--- src/hdl/msmp_pkg.sv ---
package msmp_pkg;

  // Field widths
  localparam int UNI_W      = 16;
  localparam int POS_W      = 16;
  localparam int DENS_W     = 16;
  localparam int DELTA_W    = 14;
  localparam int TOTAL_W    = 20;
  localparam int SQ_W       = 31;
  localparam int IN_DATA_W  = 32;
  localparam int OUT_DATA_W = 40;

  // Configuration map
  localparam int            CFG_ADDR_W          = 2;
  localparam int            CFG_DATA_W          = 32;
  localparam logic [1:0]    REG_STEP_HALF_WIDTH = 2'd0;
  localparam logic [13:0]   DELTA_RESET         = 14'd2048;

  // log2(e) in Q.16
  localparam logic [16:0]   LOG2E_Q16 = 17'd94548;
  // 2^(-1/64) in Q0.32
  localparam logic [63:0]   STEP_DOWN_Q32 = 64'd4248701969;

  typedef logic [63:0][15:0] exp_table_t;

  // One command per sequencer step
  typedef struct packed {
    logic load;
    logic off;
    logic prop;
    logic sq;
    logic expo;
    logic dens;
    logic commit;
  } msmp_cmd_t;

  // Table of 2^(-i/64) in Q0.16, built by repeated scaling of 2^31
  function automatic exp_table_t build_exp_table();
    logic [63:0] e;
    logic [63:0] v;
    exp_table_t  tab;
    e = 64'd1 << 31;
    for (int i = 0; i < 64; i++) begin
      if (i > 0) begin
        e = (e * STEP_DOWN_Q32 + (64'd1 << 31)) >> 32;
      end
      v = (e + (64'd1 << 14)) >> 15;
      tab[i] = (v > 64'd65535) ? 16'hFFFF : v[15:0];
    end
    return tab;
  endfunction

  localparam exp_table_t EXP_TABLE = build_exp_table();

  // Density of a constant position, used for the reset value only
  function automatic logic [15:0] density_const(logic signed [15:0] x, int frac_bits);
    longint            sx;
    longint unsigned   sq;
    longint unsigned   t;
    longint unsigned   k;
    longint unsigned   idx;
    longint unsigned   e;
    longint unsigned   f;
    int                fb;
    exp_table_t        tab;
    tab = build_exp_table();
    sx  = longint'(x);
    sq  = longint'(sx * sx);
    t   = (sq * 64'd94548) >> 1;
    fb  = 2 * frac_bits + 16;
    k   = t >> fb;
    idx = (t >> (fb - 6)) & 64'd63;
    if (k >= 64'd17) begin
      return 16'd0;
    end
    e = 64'(tab[idx[5:0]]) >> k;
    f = (sq * e) >> (2 * frac_bits);
    return (f > 64'd65535) ? 16'hFFFF : f[15:0];
  endfunction

endpackage

--- src/hdl/msmp_ctrl.sv ---
module msmp_ctrl (
  input  logic                clk,
  input  logic                rst_n,
  input  logic                in_tvalid,
  output logic                in_tready,
  output logic                out_tvalid,
  input  logic                out_tready,
  output msmp_pkg::msmp_cmd_t cmd_o
);

  typedef enum logic [2:0] {
    S_IDLE,
    S_OFF,
    S_PROP,
    S_SQ,
    S_EXP,
    S_DENS,
    S_CMP
  } state_t;

  state_t state_r;
  logic   out_valid_r;
  logic   slot_free;

  assign slot_free  = !out_valid_r || out_tready;
  assign in_tready  = (state_r == S_IDLE);
  assign out_tvalid = out_valid_r;

  // Decode the step commands from the state, the input handshake and the output slot
  always_comb begin
    cmd_o        = '0;
    cmd_o.load   = in_tready && in_tvalid;
    cmd_o.off    = (state_r == S_OFF);
    cmd_o.prop   = (state_r == S_PROP);
    cmd_o.sq     = (state_r == S_SQ);
    cmd_o.expo   = (state_r == S_EXP);
    cmd_o.dens   = (state_r == S_DENS);
    cmd_o.commit = (state_r == S_CMP) && slot_free;
  end

  // Advance the sequencer and hold the result flag
  always_ff @(posedge clk) begin
    if (!rst_n) begin
      state_r     <= S_IDLE;
      out_valid_r <= 1'b0;
    end else begin
      case (state_r)
        S_IDLE: begin
          if (in_tvalid) begin
            state_r <= S_OFF;
          end
        end
        S_OFF:  state_r <= S_PROP;
        S_PROP: state_r <= S_SQ;
        S_SQ:   state_r <= S_EXP;
        S_EXP:  state_r <= S_DENS;
        S_DENS: state_r <= S_CMP;
        S_CMP: begin
          if (slot_free) begin
            state_r <= S_IDLE;
          end
        end
        default: state_r <= S_IDLE;
      endcase

      if (cmd_o.commit) begin
        out_valid_r <= 1'b1;
      end else if (out_tready) begin
        out_valid_r <= 1'b0;
      end
    end
  end

  a_cmd_onehot: assert property (@(posedge clk) disable iff (!rst_n)
    $onehot0(cmd_o))
    else $error("more than one sequencer command active");

  a_commit_shows: assert property (@(posedge clk) disable iff (!rst_n)
    cmd_o.commit |=> out_tvalid)
    else $error("committed result not presented");

  a_one_in_flight: assert property (@(posedge clk) disable iff (!rst_n)
    (in_tvalid && in_tready) |=> !in_tready)
    else $error("second transaction taken while one is in work");

endmodule

--- src/hdl/msmp_dpath.sv ---
module msmp_dpath #(
  parameter int COUNT_WIDTH = 20,
  parameter int FRAC_BITS   = 12
) (
  input  logic                                clk,
  input  logic                                rst_n,
  input  msmp_pkg::msmp_cmd_t                 cmd_i,
  input  logic [msmp_pkg::DELTA_W-1:0]        delta_i,
  input  logic [msmp_pkg::IN_DATA_W-1:0]      in_data_i,
  output logic [msmp_pkg::OUT_DATA_W-1:0]     out_data_o
);

  localparam int F_SHIFT = 2 * FRAC_BITS;
  localparam int K_SHIFT = 2 * FRAC_BITS + 17;
  localparam int IDX_LSB = 2 * FRAC_BITS + 11;
  localparam logic signed [15:0] POS_RESET = 16'(-(1 << (FRAC_BITS - 1)));
  localparam logic [15:0] DENS_RESET = msmp_pkg::density_const(POS_RESET, FRAC_BITS);
  localparam logic [COUNT_WIDTH-1:0] CNT_MAX = {COUNT_WIDTH{1'b1}};

  // Walker state
  logic signed [15:0]       pos_r;
  logic [15:0]              dens_r;
  logic [COUNT_WIDTH-1:0]   cnt_r;

  // Per-step working registers
  logic [15:0]              u_r;
  logic [15:0]              r_r;
  logic [14:0]              off_r;
  logic [31:0]              rprod_r;
  logic signed [15:0]       prop_r;
  logic [msmp_pkg::SQ_W-1:0] sq_r;
  logic [4:0]               k_r;
  logic                     big_r;
  logic [5:0]               idx_r;
  logic [15:0]              fnew_r;

  // Result registers
  logic signed [15:0]       out_pos_r;
  logic                     out_acc_r;
  logic [msmp_pkg::TOTAL_W-1:0] out_total_r;

  logic [30:0]              off_prod;
  logic signed [17:0]       prop_sum;
  logic signed [15:0]       prop_sat;
  logic signed [31:0]       sq_full;
  logic [48:0]              tprod;
  logic [48:0]              k_full;
  logic [15:0]              e_sh;
  logic [46:0]              fprod;
  logic [46:0]              f_full;
  logic [15:0]              fnew;
  logic                     take;
  logic [COUNT_WIDTH-1:0]   cnt_nxt;
  logic signed [15:0]       pos_nxt;

  // Offset u*2*delta, keep the integer part
  assign off_prod = 31'(u_r) * 31'({delta_i, 1'b0});

  // Proposal, clamped to the position range
  assign prop_sum = 18'(pos_r) + $signed({3'b000, off_r}) - $signed({4'b0000, delta_i});
  always_comb begin
    if (prop_sum > 18'sd32767) begin
      prop_sat = 16'sh7FFF;
    end else if (prop_sum < -18'sd32768) begin
      prop_sat = 16'sh8000;
    end else begin
      prop_sat = prop_sum[15:0];
    end
  end

  assign sq_full = prop_r * prop_r;

  // Exponent x^2/2 * log2(e): integer part shifts, top fraction bits index
  assign tprod  = 49'(sq_r) * 49'(msmp_pkg::LOG2E_Q16);
  assign k_full = tprod >> K_SHIFT;

  // Density x^2 * 2^-k * table, saturated
  assign e_sh   = msmp_pkg::EXP_TABLE[idx_r] >> k_r;
  assign fprod  = 47'(sq_r) * 47'(e_sh);
  assign f_full = fprod >> F_SHIFT;
  always_comb begin
    if (big_r) begin
      fnew = 16'd0;
    end else if (f_full > 47'd65535) begin
      fnew = 16'hFFFF;
    end else begin
      fnew = f_full[15:0];
    end
  end

  // Acceptance test f(new) > r * f(old), ties reject
  assign take    = {fnew_r, 16'h0000} > rprod_r;
  assign cnt_nxt = (take && (cnt_r != CNT_MAX)) ? cnt_r + 1'b1 : cnt_r;
  assign pos_nxt = take ? prop_r : pos_r;

  // Hold the walker state
  always_ff @(posedge clk) begin
    if (!rst_n) begin
      pos_r  <= POS_RESET;
      dens_r <= DENS_RESET;
      cnt_r  <= '0;
    end else if (cmd_i.commit) begin
      pos_r <= pos_nxt;
      cnt_r <= cnt_nxt;
      if (take) begin
        dens_r <= fnew_r;
      end
    end
  end

  // Step through the working registers
  always_ff @(posedge clk) begin
    if (cmd_i.load) begin
      u_r <= in_data_i[15:0];
      r_r <= in_data_i[31:16];
    end
    if (cmd_i.off) begin
      off_r   <= off_prod[30:16];
      rprod_r <= 32'(r_r) * 32'(dens_r);
    end
    if (cmd_i.prop) begin
      prop_r <= prop_sat;
    end
    if (cmd_i.sq) begin
      sq_r <= sq_full[msmp_pkg::SQ_W-1:0];
    end
    if (cmd_i.expo) begin
      big_r <= (k_full > 49'd16);
      k_r   <= k_full[4:0];
      idx_r <= tprod[IDX_LSB +: 6];
    end
    if (cmd_i.dens) begin
      fnew_r <= fnew;
    end
    if (cmd_i.commit) begin
      out_pos_r   <= pos_nxt;
      out_acc_r   <= take;
      out_total_r <= msmp_pkg::TOTAL_W'(cnt_nxt);
    end
  end

  assign out_data_o = {3'b000, out_total_r, out_acc_r, out_pos_r};

  a_reject_keeps_pos: assert property (@(posedge clk) disable iff (!rst_n)
    (cmd_i.commit && !take) |=> (pos_r == $past(pos_r)))
    else $error("rejected proposal moved the position");

  a_accept_takes_dens: assert property (@(posedge clk) disable iff (!rst_n)
    (cmd_i.commit && take) |=> (dens_r == $past(fnew_r)))
    else $error("accepted proposal did not update the density");

  a_count_monotonic: assert property (@(posedge clk) disable iff (!rst_n)
    1'b1 |=> (cnt_r >= $past(cnt_r)))
    else $error("acceptance counter went backwards");

endmodule

--- src/hdl/metropolis_sampler_step.sv ---
// Channel  | Direction | Handshake                        | Payload
// in_      | input     | in_tvalid / in_tready            | in_tdata: proposal, accept fractions
// out_     | output    | out_tvalid / out_tready          | out_tdata: position, accepted, total
// cfg_     | input     | cfg_psel / cfg_penable / pready  | step_half_width at address 0
//
// After acceptance a transaction walks the offset, proposal, square, exponent,
// density and test steps before its result is loaded; the next is taken only
// once the sequencer is back in idle, so no new transaction is taken while one
// is in work. The sequencer walks one shared datapath through these steps.
// Reset clears the sequencer, puts the walker at -0.5 with its density, zeroes
// the count and loads delta 2048. A result waits in the output register; the
// final test step holds until that register is free.
module metropolis_sampler_step #(
  parameter int COUNT_WIDTH = 20,
  parameter int FRAC_BITS   = 12
) (
  input  logic                                 clk,
  input  logic                                 rst_n,
  input  logic                                 in_tvalid,
  output logic                                 in_tready,
  // [15:0] proposal_uniform, [31:16] accept_uniform
  input  logic [msmp_pkg::IN_DATA_W-1:0]       in_tdata,
  output logic                                 out_tvalid,
  input  logic                                 out_tready,
  // [15:0] sample_position, [16] accepted, [36:17] accept_total, [39:37] zero
  output logic [msmp_pkg::OUT_DATA_W-1:0]      out_tdata,
  input  logic                                 cfg_psel,
  input  logic                                 cfg_penable,
  input  logic                                 cfg_pwrite,
  input  logic [msmp_pkg::CFG_ADDR_W-1:0]      cfg_paddr,
  input  logic [msmp_pkg::CFG_DATA_W-1:0]      cfg_pwdata,
  output logic [msmp_pkg::CFG_DATA_W-1:0]      cfg_prdata,
  output logic                                 cfg_pready
);

  msmp_pkg::msmp_cmd_t               cmd;
  logic [msmp_pkg::DELTA_W-1:0]      delta_r;
  logic                              cfg_wr;

  assign cfg_pready = 1'b1;
  assign cfg_wr     = cfg_psel && cfg_penable && cfg_pwrite && cfg_pready &&
                      (cfg_paddr == msmp_pkg::REG_STEP_HALF_WIDTH);

  // Hold the proposal half width
  always_ff @(posedge clk) begin
    if (!rst_n) begin
      delta_r <= msmp_pkg::DELTA_RESET;
    end else if (cfg_wr) begin
      delta_r <= cfg_pwdata[msmp_pkg::DELTA_W-1:0];
    end
  end

  // Read back the register, zero elsewhere
  always_comb begin
    cfg_prdata = '0;
    if (cfg_paddr == msmp_pkg::REG_STEP_HALF_WIDTH) begin
      cfg_prdata = msmp_pkg::CFG_DATA_W'(delta_r);
    end
  end

  msmp_ctrl u_ctrl (
    .clk        (clk),
    .rst_n      (rst_n),
    .in_tvalid  (in_tvalid),
    .in_tready  (in_tready),
    .out_tvalid (out_tvalid),
    .out_tready (out_tready),
    .cmd_o      (cmd)
  );

  msmp_dpath #(
    .COUNT_WIDTH (COUNT_WIDTH),
    .FRAC_BITS   (FRAC_BITS)
  ) u_dpath (
    .clk        (clk),
    .rst_n      (rst_n),
    .cmd_i      (cmd),
    .delta_i    (delta_r),
    .in_data_i  (in_tdata),
    .out_data_o (out_tdata)
  );

endmodule
--- config.mk ---
export PLATFORM = sky130hd
export DESIGN_NAME = metropolis_sampler_step
export DESIGN_NICKNAME = d
export VERILOG_FILES = /design/src/hdl/msmp_pkg.sv /design/src/hdl/msmp_ctrl.sv /design/src/hdl/msmp_dpath.sv /design/src/hdl/metropolis_sampler_step.sv
export SDC_FILE = /design/constraint.sdc
export NUM_CORES = 2
export LEC_CHECK = 0
export ABC_AREA = 1
export BUFFER_PORTS_ARGS = -buffer_cell sky130_fd_sc_hd__buf_2
export CORE_ASPECT_RATIO = 1.5
export CORE_MARGIN = 2
export CORE_UTILIZATION = 44
export DETAILED_ROUTE_END_ITERATION = 6
export PLACE_DENSITY = 0.66
export SYNTH_ARGS = -nofsm -noshare
export SYNTH_HDL_FRONTEND = slang
export SYNTH_SLANG_ARGS = --single-unit
--- constraint.sdc ---
create_clock -name clk -period 7.4 [get_ports clk]
set_clock_uncertainty 0.2 [all_clocks]
set_input_delay 1.11 -clock clk [delete_from_list [all_inputs] [get_ports clk]]
set_output_delay 1.11 -clock clk [all_outputs]
set_load 0.1 [all_outputs]
==> summary.txt <==
Flow run
  – Max-cap viol count: 0

STA
  – Slew headroom: 0.235
  – Final setup violation count: 11
  – Endpoints failing hold: 0
  – Unrepaired setup endpoints after global routing: true
  – Max Freq: 0.134 GHz
  – Min Tclk post-route: between 7 and 8 ns
  – Worst slew pin tran: 1.15 ns
  – Fin. max-slew vios: 0
  – Final WS setup: -0.0472 ns
  – Final period util: 1.01
  – Setup Total Neg Slack: -0.258 ns

Worst setup path
  – Crit-path max FO: 5
  – Critical path's most frequent cell: nand2_1
  – CP peak stage delay: between 0.6 and 0.7 ns
  – Slowest cell on the critical path: fa_2
  – Critical path type: reg -> reg
  – CP required: between 7 and 8 ns
  – Critical Path AT: 7.58 ns
  – CP endpoint kind: flop
  – Crit path launch type: flop

Logic synthesis
  – Most used DFF post-synth: edfxtp_1
  – Register bit total from synthesis: ~280
  – Ys async rst share: 0
  – Yosys warns: 0
  – Cells after synthesis: 7587
  – Post-synth EDFFs: 190
  – Seq/Total Area, Yosys: 0.119
  – Synthesized area: 62000 um^2
  – Avg Inst Size Synth: between 8 and 9 um^2
  – Post-synthesis cell type count: 58

Final layout
  – Most frequent cells in the layout: inv_1, nand2_1, fa_1
  – Fillers: roughly 13000
  – Core Util, Final: 0.495
  – # nets final: 9716
  – Most common cell after layout, fill and taps aside: inv_1
  – Layout cell share with drive strength beyond 1: 0.108
  – Area growth from synthesis to layout: 11.5%
  – Final Non-Filler Cells: 9739
  – Design Area, Final: 69200 um^2

Route
  – Drt pass-1 iters: 6
  – WL per Instance: approximately 18 um
  – Drt drc: 0
  – DR vias: 49500
  – DR iter-0 viols: 3033
  – ANT nets after route: 0
  – Vias per cell: 5.09
  – Final wirelength: 176 mm

Floorplan
  – Die Width: 311 um
  – Die Area: 144000 um^2
  – IO Pins: around 150
  – Row count: around 170
  – Die height: 464 um
  – CORE AREA: 140000 um^2
  – Initial Util: 0.444

Placement
  – Final HPWL DP: around 150 mm
  – Port Buf Inserts: 107
  – GPL Wtd Cong: 0.955
  – Placed standard-cell area: 66300 um^2
  – Cells after DPL: 9619

Min path
  – Worst hold path class: reg -> reg

Clock tree
  – Total clock sinks: 275
  – CTS buffer count: 30
  – Reg clk slew, reported paths: approximately 0.06 ns
  – Latest clock arrival within the worst-skew pair: 0.61 ns
  – Root buffer cell: clkbuf_16
  – H-tree depth: 1
  – CTS tree: done
  – Clock buffer depth: 3

GRT
  – Vias in the first global route: 54100
  – Largest net degree at the start of global routing: 63
  – Initial antenna violation count: 5
  – Total gr overflow: 0
  – Global-route wire length before repair: 283 mm
  – GRT Total Usage: 0.249

Run status
  – Status: finished with violations
  – Failing checks: setup timing
through the flow:
step	hold WS, ns	worst slack [ns]
after floorplan	0.224	0.359
after global placement	0.272	-0.311
after detailed placement	0.279	-0.321
after CTS	0.287	0.0000204
after global routing	0.302	-0.371
final	0.286	-0.0472
routing by layer:
layer	track usage	part of all wire	up-vias
met5	0	0	-
met4	0.148	0.070	0
met3	0.0219	0.042	508
met2	0.466	0.52	1484
met1	0.271	0.36	24600
li1	-	-	23000
final cells by class:
| class | count | area (um^2) | area share |
|---|---|---|---|
| Sequential cell | 275 | 7410 | 0.107 |
| Clock buffer | 33 | 793 | 0.0115 |
| Clock inverter | 23 | 288 | 0.00416 |
| Tap cell | 1870 | 2340 | 0.0338 |
| Multi-Input combinational cell | 5124 | 47300 | 0.683 |
| Timing Repair Buffer | 467 | 3770 | 0.0546 |
| Antenna cell | 1 | 2.50 | 0.0000362 |
| Inverter | 1945 | 7320 | 0.106 |
| Timing Repair inverter | 1 | 7.51 | 0.000109 |
cell usage after synthesis, types with 6 or more instances:
cell,n,share of area
nand2_2,23,0.0023
xor2_1,104,0.015
edfxtp_1,190,0.092
nor4_1,16,0.0016
inv_1,1923,0.12
o21ai_1,27,0.0022
buf_6,6,0.0011
nand2_1,1752,0.11
nor3_1,37,0.0030
o21a_1,13,0.0016
inv_2,15,0.00091
o211ai_1,10,0.0012
a21oi_2,6,0.00085
o21bai_1,18,0.0022
or2_2,13,0.0013
a31oi_1,14,0.0014
dfxtp_1,85,0.027
nand4_1,34,0.0034
buf_1,10,0.00061
a21oi_1,267,0.022
o21ai_0,139,0.011
ha_1,650,0.13
clkbuf_1,202,0.012
clkinv_1,6,0.00036
a21o_1,22,0.0027
buf_4,29,0.0035
xnor2_1,53,0.0075
nand3_2,15,0.0024
buf_2,33,0.0027
nand3_1,236,0.019
fa_1,1149,0.37
nor2_1,437,0.026
registers in the layout (all words and copies together) (netlist names), 20 cells and up, named ones only:
name / cells
u_dpath.sq_r: 30
u_dpath.cnt_r: 20
u_dpath.rprod_r: 32
u_dpath.out_total_r: 20
cells by family (layout without fill, tap and decap cells):
logic type / count (synthesis) / after routing / synth area share
xor gates and xnor gates: 157 / 157 / 0.0222
other: 2 / 40 / 0.000121
muxes: 3 / 3 / 0.000484
and+or+nand+nor: 2590 / 2592 / 0.170
AOI/OAI and AO/OA: 533 / 534 / 0.0473
buffers and inverters: 2228 / 2469 / 0.139
DFF: 275 / 275 / 0.119
adders and majority gates: 1799 / 1799 / 0.502
worst max-delay path, delay by kind of cell, from the launching register on:
kind,cells,cell delay [ns]
adder cells (fa/ha/maj),7,3.48
AND/OR/NAND/NOR,10,0.85
AO/OA/AOI/OAI,7,0.97
buffers and inverters,11,1.13
flip-flops,1,0.48
timing repair:
item,CTS,global route
gates resized for setup,181,123
pin swaps,66,75
gates cloned,7,3
setup buffers,34,25
hold buffers,0,0
endpoints found under the setup margin,16,16
worst paths after layout:
path / from / to / slack (ns) / depth (start not counted)
max reg2reg: u_dpath.k_r[0] / u_dpath.fnew_r[8] / -0.05 / 35
min: u_dpath.pos_r[5] / u_dpath.pos_r[5] / 0.29 / 2
max: u_dpath.k_r[0] / u_dpath.fnew_r[8] / -0.05 / 35
min reg2reg: u_dpath.pos_r[5] / u_dpath.pos_r[5] / 0.29 / 2
Power is not shown: default switching activity piles up to over one toggle a cycle in this logic, so the estimate is an artifact.
